<file path="config.mk">
export PLATFORM = sky130hd
export DESIGN_NAME = matrix_multiply_core
export DESIGN_NICKNAME = d
export VERILOG_FILES = /design/src/mm_pkg.sv /design/src/mm_ram.sv /design/src/mm_mac.sv /design/src/matrix_multiply_core.sv
export SDC_FILE = /design/constraint.sdc
export NUM_CORES = 2
export LEC_CHECK = 0
export BUFFER_PORTS_ARGS = -buffer_cell sky130_fd_sc_hd__clkbuf_2
export CORE_ASPECT_RATIO = 0.5
export CORE_MARGIN = 4
export CORE_UTILIZATION = 55
export DETAILED_ROUTE_END_ITERATION = 10
export HOLD_SLACK_MARGIN = 0.08
export PLACE_DENSITY = 0.76
export RECOVER_POWER = 25
export SETUP_SLACK_MARGIN = 0.05
export SYNTH_ARGS = -nofsm -noshare
export SYNTH_HDL_FRONTEND = slang
export SYNTH_SLANG_ARGS = --single-unit
</file>
<file path="constraint.sdc">
create_clock -name clock -period 6.5 [get_ports clock]
set_input_delay 0.65 -clock clock [delete_from_list [all_inputs] [get_ports clock]]
set_output_delay 0.65 -clock clock [all_outputs]
set_load 0.03 [all_outputs]
</file>
<file path="src/mm_pkg.sv">
// Package for the matrix multiplier: dimensions, operation and register codes,
// stream field widths, control structs and index helpers.
// No dependencies; imported by mm_mac and matrix_multiply_core.
package mm_pkg;

   localparam int MaxDim   = 8;
   localparam int DimCap   = (MaxDim < 8) ? MaxDim : 8;
   localparam int Depth    = MaxDim * MaxDim;
   localparam int AddrW    = (Depth > 1) ? $clog2(Depth) : 1;

   localparam int IdxW     = 3;
   localparam int DimW     = 4;
   localparam int ElemW    = 16;
   localparam int ProdW    = 2 * ElemW;
   localparam int AccW     = 40;

   localparam int OpW      = 2;
   localparam int ReqDataW = 24;
   localparam int RspDataW = 48;
   localparam int CsrIdxW  = 3;

   localparam logic [OpW-1:0] OpWriteA  = 2'd0;
   localparam logic [OpW-1:0] OpWriteB  = 2'd1;
   localparam logic [OpW-1:0] OpCompute = 2'd2;

   localparam logic [CsrIdxW-1:0] RegARows = 3'd0;
   localparam logic [CsrIdxW-1:0] RegACols = 3'd1;
   localparam logic [CsrIdxW-1:0] RegBRows = 3'd2;
   localparam logic [CsrIdxW-1:0] RegBCols = 3'd3;

   typedef logic [IdxW-1:0]          idx_type;
   typedef logic [DimW-1:0]          dim_type;
   typedef logic [AddrW-1:0]         addr_type;
   typedef logic signed [ElemW-1:0]  elem_type;
   typedef logic signed [AccW-1:0]   acc_type;

   typedef struct packed {
      logic valid;
      logic first;
      logic last;
   } mac_ctl_type;

   function automatic addr_type mm_addr(idx_type row, idx_type col);
      return addr_type'(row) * addr_type'(MaxDim) + addr_type'(col);
   endfunction

   function automatic logic mm_in_range(idx_type row, idx_type col);
      return ({2'b00, row} < 5'(MaxDim)) && ({2'b00, col} < 5'(MaxDim));
   endfunction

   function automatic dim_type mm_clamp(dim_type v);
      dim_type r;
      if (v == '0) begin
         r = dim_type'(1);
      end else if ({1'b0, v} > 5'(DimCap)) begin
         r = dim_type'(DimCap);
      end else begin
         r = v;
      end
      return r;
   endfunction

endpackage

</file>
<file path="src/mm_ram.sv">
// Generic single-port-write, single-port-read RAM with registered read data.
// No dependencies; holds the element stores of the matrix multiplier.
module mm_ram #(
   parameter int Width = 16,
   parameter int Depth = 64
) (
   input  logic                                       clock,
   input  logic                                       wr_en,
   input  logic [((Depth > 1) ? $clog2(Depth) : 1)-1:0] wr_addr,
   input  logic [Width-1:0]                           wr_data,
   input  logic [((Depth > 1) ? $clog2(Depth) : 1)-1:0] rd_addr,
   output logic [Width-1:0]                           rd_data
);

   logic [Width-1:0] mem_ff [Depth];
   logic [Width-1:0] rd_data_ff;

   always_ff @(posedge clock) begin
      if (wr_en) begin
         mem_ff[wr_addr] <= wr_data;
      end
      rd_data_ff <= mem_ff[rd_addr];
   end

   assign rd_data = rd_data_ff;

endmodule

</file>
<file path="src/mm_mac.sv">
// Shared multiply-accumulate unit: a registered 16x16 signed multiply followed
// by a 40-bit accumulator. Depends on mm_pkg.
module mm_mac (
   input  logic                 clock,
   input  logic                 reset,
   input  mm_pkg::elem_type     a_q,
   input  mm_pkg::elem_type     b_q,
   input  mm_pkg::mac_ctl_type  ctl,
   output mm_pkg::acc_type      acc,
   output logic                 done
);
   import mm_pkg::*;

   logic signed [ProdW-1:0] prod_ff;
   logic signed [ProdW-1:0] prod_in;
   mac_ctl_type             ctl_ff;
   acc_type                 acc_ff;
   acc_type                 acc_in;
   acc_type                 prod_ext;
   logic                    done_ff;
   logic                    done_in;

   assign prod_in  = a_q * b_q;
   assign prod_ext = {{(AccW-ProdW){prod_ff[ProdW-1]}}, prod_ff};

   always_comb begin
      acc_in = acc_ff;
      if (ctl_ff.valid) begin
         acc_in = ctl_ff.first ? prod_ext : acc_ff + prod_ext;
      end
   end

   assign done_in = ctl_ff.valid & ctl_ff.last;

   always_ff @(posedge clock) begin
      if (reset) begin
         ctl_ff  <= '0;
         done_ff <= 1'b0;
      end else begin
         ctl_ff  <= ctl;
         done_ff <= done_in;
      end
   end

   always_ff @(posedge clock) begin
      prod_ff <= prod_in;
      acc_ff  <= acc_in;
   end

   assign acc  = acc_ff;
   assign done = done_ff;

endmodule

</file>
<file path="src/matrix_multiply_core.sv">
// Matrix multiplier top level: element stores, sequencer, shared MAC and result register.
// A compute with a_cols = n issues n reads through the single MAC for each product
// element, drains the MAC pipeline (RAM read, product and accumulator registers) and
// emits the element once the result slot is free; a dimension mismatch gives an error.
// Requests are refused while a compute runs. Reset clears the sequencer and the result
// valid flag and sets all dimensions to 1; the element stores stay undefined until written.
module matrix_multiply_core (
   input  logic                         clock,
   input  logic                         reset,
   input  logic                         req_tvalid,
   output logic                         req_tready,
   // row [2:0], col [5:3], value [21:6], zero [23:22]
   input  logic [mm_pkg::ReqDataW-1:0]  req_tdata,
   // operation [1:0]
   input  logic [mm_pkg::OpW-1:0]       req_tuser,
   output logic                         rsp_tvalid,
   input  logic                         rsp_tready,
   // out_row [2:0], out_col [5:3], product [45:6], zero [47:46]
   output logic [mm_pkg::RspDataW-1:0]  rsp_tdata,
   // error [0]
   output logic                         rsp_tuser,
   output logic                         rsp_tlast,
   input  logic                         csr_valid,
   output logic                         csr_ready,
   input  logic [mm_pkg::CsrIdxW-1:0]   csr_index,
   input  logic [mm_pkg::DimW-1:0]      csr_data
);
   import mm_pkg::*;

   localparam logic [2:0] StIdle  = 3'd0;
   localparam logic [2:0] StIssue = 3'd1;
   localparam logic [2:0] StDrain = 3'd2;
   localparam logic [2:0] StEmit  = 3'd3;
   localparam logic [2:0] StError = 3'd4;

   logic [2:0]   state_ff, state_in;
   idx_type      i_ff, i_in, j_ff, j_in, k_ff, k_in;
   dim_type      a_rows_ff, a_cols_ff, b_rows_ff, b_cols_ff;
   mac_ctl_type  ctl_ff, ctl_in;

   logic         rsp_valid_ff, rsp_valid_in;
   idx_type      out_row_ff, out_col_ff;
   acc_type      product_ff;
   logic         error_ff, last_ff;

   logic         req_fire, slot_free, load_elem, load_err;
   logic         last_k, last_j, last_i;
   idx_type      in_row, in_col;
   elem_type     in_value, a_q, b_q;
   addr_type     wr_addr, a_rd_addr, b_rd_addr;
   logic         wr_ok, wr_a, wr_b;
   acc_type      mac_acc;
   logic         mac_done;

   assign in_row   = req_tdata[2:0];
   assign in_col   = req_tdata[5:3];
   assign in_value = req_tdata[21:6];

   assign req_tready = (state_ff == StIdle);
   assign req_fire   = req_tvalid & req_tready;
   assign csr_ready  = 1'b1;

   assign wr_addr = mm_addr(in_row, in_col);
   assign wr_ok   = req_fire & mm_in_range(in_row, in_col);
   assign wr_a    = wr_ok & (req_tuser == OpWriteA);
   assign wr_b    = wr_ok & (req_tuser == OpWriteB);

   assign a_rd_addr = mm_addr(i_ff, k_ff);
   assign b_rd_addr = mm_addr(k_ff, j_ff);

   assign last_k = (({1'b0, k_ff} + 4'd1) == a_cols_ff);
   assign last_j = (({1'b0, j_ff} + 4'd1) == b_cols_ff);
   assign last_i = (({1'b0, i_ff} + 4'd1) == a_rows_ff);

   assign slot_free = ~rsp_valid_ff | rsp_tready;
   assign load_elem = (state_ff == StEmit) & slot_free;
   assign load_err  = (state_ff == StError) & slot_free;

   mm_ram #(.Width(ElemW), .Depth(Depth)) u_ram_a (
      .clock   (clock),
      .wr_en   (wr_a),
      .wr_addr (wr_addr),
      .wr_data (in_value),
      .rd_addr (a_rd_addr),
      .rd_data (a_q)
   );

   mm_ram #(.Width(ElemW), .Depth(Depth)) u_ram_b (
      .clock   (clock),
      .wr_en   (wr_b),
      .wr_addr (wr_addr),
      .wr_data (in_value),
      .rd_addr (b_rd_addr),
      .rd_data (b_q)
   );

   mm_mac u_mac (
      .clock (clock),
      .reset (reset),
      .a_q   (a_q),
      .b_q   (b_q),
      .ctl   (ctl_ff),
      .acc   (mac_acc),
      .done  (mac_done)
   );

   always_comb begin
      state_in = state_ff;
      i_in     = i_ff;
      j_in     = j_ff;
      k_in     = k_ff;
      ctl_in   = '0;
      unique case (state_ff)
         StIdle: begin
            if (req_fire && req_tuser == OpCompute) begin
               i_in = '0;
               j_in = '0;
               k_in = '0;
               state_in = (a_cols_ff == b_rows_ff) ? StIssue : StError;
            end
         end
         StIssue: begin
            ctl_in.valid = 1'b1;
            ctl_in.first = (k_ff == '0);
            ctl_in.last  = last_k;
            if (last_k) begin
               state_in = StDrain;
            end else begin
               k_in = k_ff + idx_type'(1);
            end
         end
         StDrain: begin
            if (mac_done) begin
               state_in = StEmit;
            end
         end
         StEmit: begin
            if (slot_free) begin
               k_in = '0;
               if (last_j) begin
                  j_in = '0;
                  i_in = i_ff + idx_type'(1);
               end else begin
                  j_in = j_ff + idx_type'(1);
               end
               state_in = (last_i && last_j) ? StIdle : StIssue;
            end
         end
         StError: begin
            if (slot_free) begin
               state_in = StIdle;
            end
         end
         default: begin
            state_in = StIdle;
         end
      endcase
   end

   always_comb begin
      rsp_valid_in = rsp_valid_ff & ~rsp_tready;
      if (load_elem || load_err) begin
         rsp_valid_in = 1'b1;
      end
   end

   always_ff @(posedge clock) begin
      if (reset) begin
         state_ff     <= StIdle;
         ctl_ff       <= '0;
         rsp_valid_ff <= 1'b0;
         a_rows_ff    <= dim_type'(1);
         a_cols_ff    <= dim_type'(1);
         b_rows_ff    <= dim_type'(1);
         b_cols_ff    <= dim_type'(1);
      end else begin
         state_ff     <= state_in;
         ctl_ff       <= ctl_in;
         rsp_valid_ff <= rsp_valid_in;
         if (csr_valid && csr_ready) begin
            unique case (csr_index)
               RegARows: a_rows_ff <= mm_clamp(csr_data);
               RegACols: a_cols_ff <= mm_clamp(csr_data);
               RegBRows: b_rows_ff <= mm_clamp(csr_data);
               RegBCols: b_cols_ff <= mm_clamp(csr_data);
               default: begin
               end
            endcase
         end
      end
   end

   always_ff @(posedge clock) begin
      i_ff <= i_in;
      j_ff <= j_in;
      k_ff <= k_in;
      if (load_elem) begin
         out_row_ff <= i_ff;
         out_col_ff <= j_ff;
         product_ff <= mac_acc;
         error_ff   <= 1'b0;
         last_ff    <= last_i & last_j;
      end else if (load_err) begin
         out_row_ff <= '0;
         out_col_ff <= '0;
         product_ff <= '0;
         error_ff   <= 1'b1;
         last_ff    <= 1'b1;
      end
   end

   assign rsp_tvalid = rsp_valid_ff;
   assign rsp_tdata  = {2'b00, product_ff, out_col_ff, out_row_ff};
   assign rsp_tuser  = error_ff;
   assign rsp_tlast  = last_ff;

endmodule
</file>
==> reports/results.txt <==
Status: finished with violations
Failing checks: capacitance limit, slew limit
Met1 wire length: 87400 um
Final Setup Violations: 0
Antenna Nets Post-Route: 0
CP most frequent cell: fa_1
Asr flop ratio synth: 0%
Clock Path Buffers: 4
Iteration-0 DRC Markers: 6249
Clock latency reported for the late side of the worst-skew pair: 0.86 ns
Max FO, Critical Path: 12
Std cell rows: 108
Pin count of the biggest net entering global routing: 121
Yosys reg bits: 2236
Die area: 183000 sq um
Share of cells above drive strength 1: 18.8%
Type of the worst setup path: reg -> reg
Required @ worst endpoint: 7.22 ns
CP endpoint kind: flop
Routability cong.: 0.887
Cells after Synth: 5323
DRC: 0
Number of flops mapped to enable cells by yosys: 2144
GRT overflow: 0
Uppermost layer routed: met5
Overall die height: 305 um
Syn-to-layout area delta: 10.5%
Critical path launch point type: flop
Core Box Area: 174000 sq um
Cell variety after synth: 69
Mapped cell area: 96800 sq um
# Post-CTS Setup Buffers: 0
Wire per inst: 28.3 um
Slew at the pin with the worst max-slew slack: 4.61 ns
I/O pin cnt: 91
Max Cap Viol: 27
CTS tree: built
Synthesized area per cell: 18.2 sq um
Clock tree sinks: 2236
Slowest cell delay on critical path: 0.54 ns
Max-slew headroom: -208%
Crit path max-delay cell type: fa_1
Port Buf Inserts: 85
Wire length on met2: 109000 um
Pre-antenna DRT Iters: 6
H-tree lvl count: 4
Final hold vios: 0
First-pass GRT wire length: 337000 um
Hold buffers post-CTS: 0
Hold WC Path Type: in -> reg
Post-DR vias/cell: 6.30
Setup TNS Final: 0 ns
Post-cts repair resize count: 0
Detailed Place HPWL: 137000 um
Vias in the first global route: 51500
DR WL met3: 22800 um
Sequential cell area fraction in the yosys report: 68.4%
CTS Buf Count: 195
Root buffer cell: clkbuf_16
Min Tclk post-route: 6.16 ns
Total number of vias: 50600
Clock skew: 0.0935 ns
Cell breakdown of the critical path: buf_4 -> and2_1 -> fa_1 -> inv_1 -> fa_1 -> fa_1 -> inv_1 -> fa_1 -> fa_1 -> inv_1 -> fa_1 -> inv_1 -> ha_1 -> nand3_1 -> nor2_2 -> a221oi_2 -> o221a_1 -> o21ai_1 -> o31ai_1 -> buf_4 -> o2111a_1 -> o21bai_1 -> xnor2_1
Die X: 601 um
Worst path arrival time: 6.88 ns
CTS clock-pin slew for the worst setup and hold paths: 0.08 ns
Final WL: 227000 um
Total GRT Usage: 24.7%
F_max: 162 MHz
Initial core utilization: 55.5%
Tcrit/Tclk final: 94.7%
Yosys warnings: 0
Initial antenna violation count: 24
Unrepaired setup endpoints after global routing: no
Synth Flop Type: edfxtp_1
Pins Over Slew Limit: 1694
Final Net Count: 5981
-- worst max-delay path: cells and delay by family, from the launching register on --
family | cells | cell delay (ns)
compound gates | 6 | 1.12
xor+xnor | 1 | 0.14
fa+ha+maj | 7 | 3.36
buf+inv | 6 | 0.57
flops | 1 | 0.37
simple gates | 3 | 0.55
-- final cells by class --
cell class / count / area [sq um]
Inverter: 317 / 1190
Fill cell: 11800 / 67300
Tap cell: 2310 / 2890
Sequential cell: 2236 / 66200
Clock inverter: 122 / 1090
Antenna cell: 22 / 55.1
Clock buffer: 225 / 5070
Timing Repair Buffer: 303 / 2120
Multi-Input combinational cell: 2502 / 28200
-- cells by family after synthesis --
logic type	synth area share, %
DFF	68.4
muxes	14.0
buffers and inverters	2.45
and+or+nand+nor	3.73
adders and majority gates	7.06
xor gates and xnor gates	0.679
other	0.00776
AOI/OAI and AO/OA	3.64
-- state kept, by name, indices dropped and copies added (netlist names), 4 cells and up --
register	count
u_mac.prod_ff	32
u_mac.acc	40
b_rows_ff	4
u_ram_b.mem_ff	1024
a_rows_ff	4
b_cols_ff	4
product_ff	40
u_ram_a.mem_ff	1024
u_ram_a.rd_data	16
a_cols_ff	4
u_ram_b.rd_data	16
-- through the flow --
step | utilization, % | area, sq um | setup WS, ns | cells | hold slack, ns
floorplan | - | 96800 | 0.548 | 5324 | 0.395
global placement | 57.8 | 101000 | 0.236 | 7668 | 0.409
detailed placement | 57.8 | 101000 | 0.187 | 7668 | 0.413
CTS | 61.4 | 107000 | 0.180 | 8015 | 0.168
global route | 61.3 | 107000 | 0.0792 | 8019 | 0.224
finish | 61.4 | 107000 | 0.341 | 8037 | 0.216
-- cell usage in the layout, fill, tap and decap left out, drive strengths merged, types with 19 or more instances in the layout --
cell type and count:
edfxtp 2144, mux4 480, clkbuf 322, inv 318, mux2i 268, fa 263
nand2 253, nor2 213, buf 206, and2 135, o221ai 128, a21oi 127
ha 125, clkinv 97, dfxtp 92, o21ai 77, o22ai 65, xnor2 52
and3 48, a21o 29, nand3 26, xor2 23, diode 22, bufinv 19
-- routing by layer --
metal | vias up | GRT usage (%)
met5 | - | 0
met4 | 16 | 7.58
met3 | 479 | 5.91
met2 | 2727 | 40.1
met1 | 26200 | 33.6
li1 | 21200 | -
-- synthesized netlist by cell type (all sizes together) (3+ instances only) --
cell type / number / area [sq um]
fa: 263 / 5270
o22ai: 65 / 407
ha: 125 / 1560
o21bai: 12 / 90.1
edfxtp: 2144 / 64400
nor2b: 17 / 106
o31a: 4 / 36.3
a41oi: 5 / 43.8
a211oi: 13 / 97.6
nor3: 17 / 85.1
nand4: 10 / 62.6
xor2: 23 / 201
a2111oi: 3 / 26.3
or2: 4 / 25.0
o21a: 11 / 82.6
mux2i: 268 / 2680
clkbuf: 162 / 608
nand3b: 8 / 60.1
a21o: 29 / 218
nand2b: 13 / 81.3
and3: 48 / 300
mux2: 4 / 45.0
buf: 107 / 568
nor4b: 4 / 35.0
or3: 4 / 25.0
dfxtp: 92 / 1840
nor4: 5 / 31.3
a31oi: 6 / 37.5
o211a: 3 / 30.0
mux4: 480 / 10800
xnor2: 52 / 455
a211o: 9 / 78.8
nand3: 26 / 130
inv: 316 / 1190
o211ai: 4 / 35.0
nor3b: 4 / 30.0
o21ai: 77 / 385
o31ai: 9 / 72.6
nand2: 253 / 950
o221ai: 128 / 1120
nor2: 213 / 800
a21oi: 127 / 636
and2: 135 / 845
-- final timing paths --
kind	start	to	slack [ns]	depth (start not counted)
max	u_ram_a.rd_data[13]	u_mac.prod_ff[31]	0.34	23
min	csr_data[3]	b_rows_ff[3]	0.22	3
max reg2reg	u_ram_a.rd_data[13]	u_mac.prod_ff[31]	0.34	23
min reg2reg	u_mac.ctl_ff[0]	u_mac.done	0.42	2
Power is left out: the tool's default activity adds up to more than one toggle a clock period on the data nets, which glitch-free logic cannot reach.
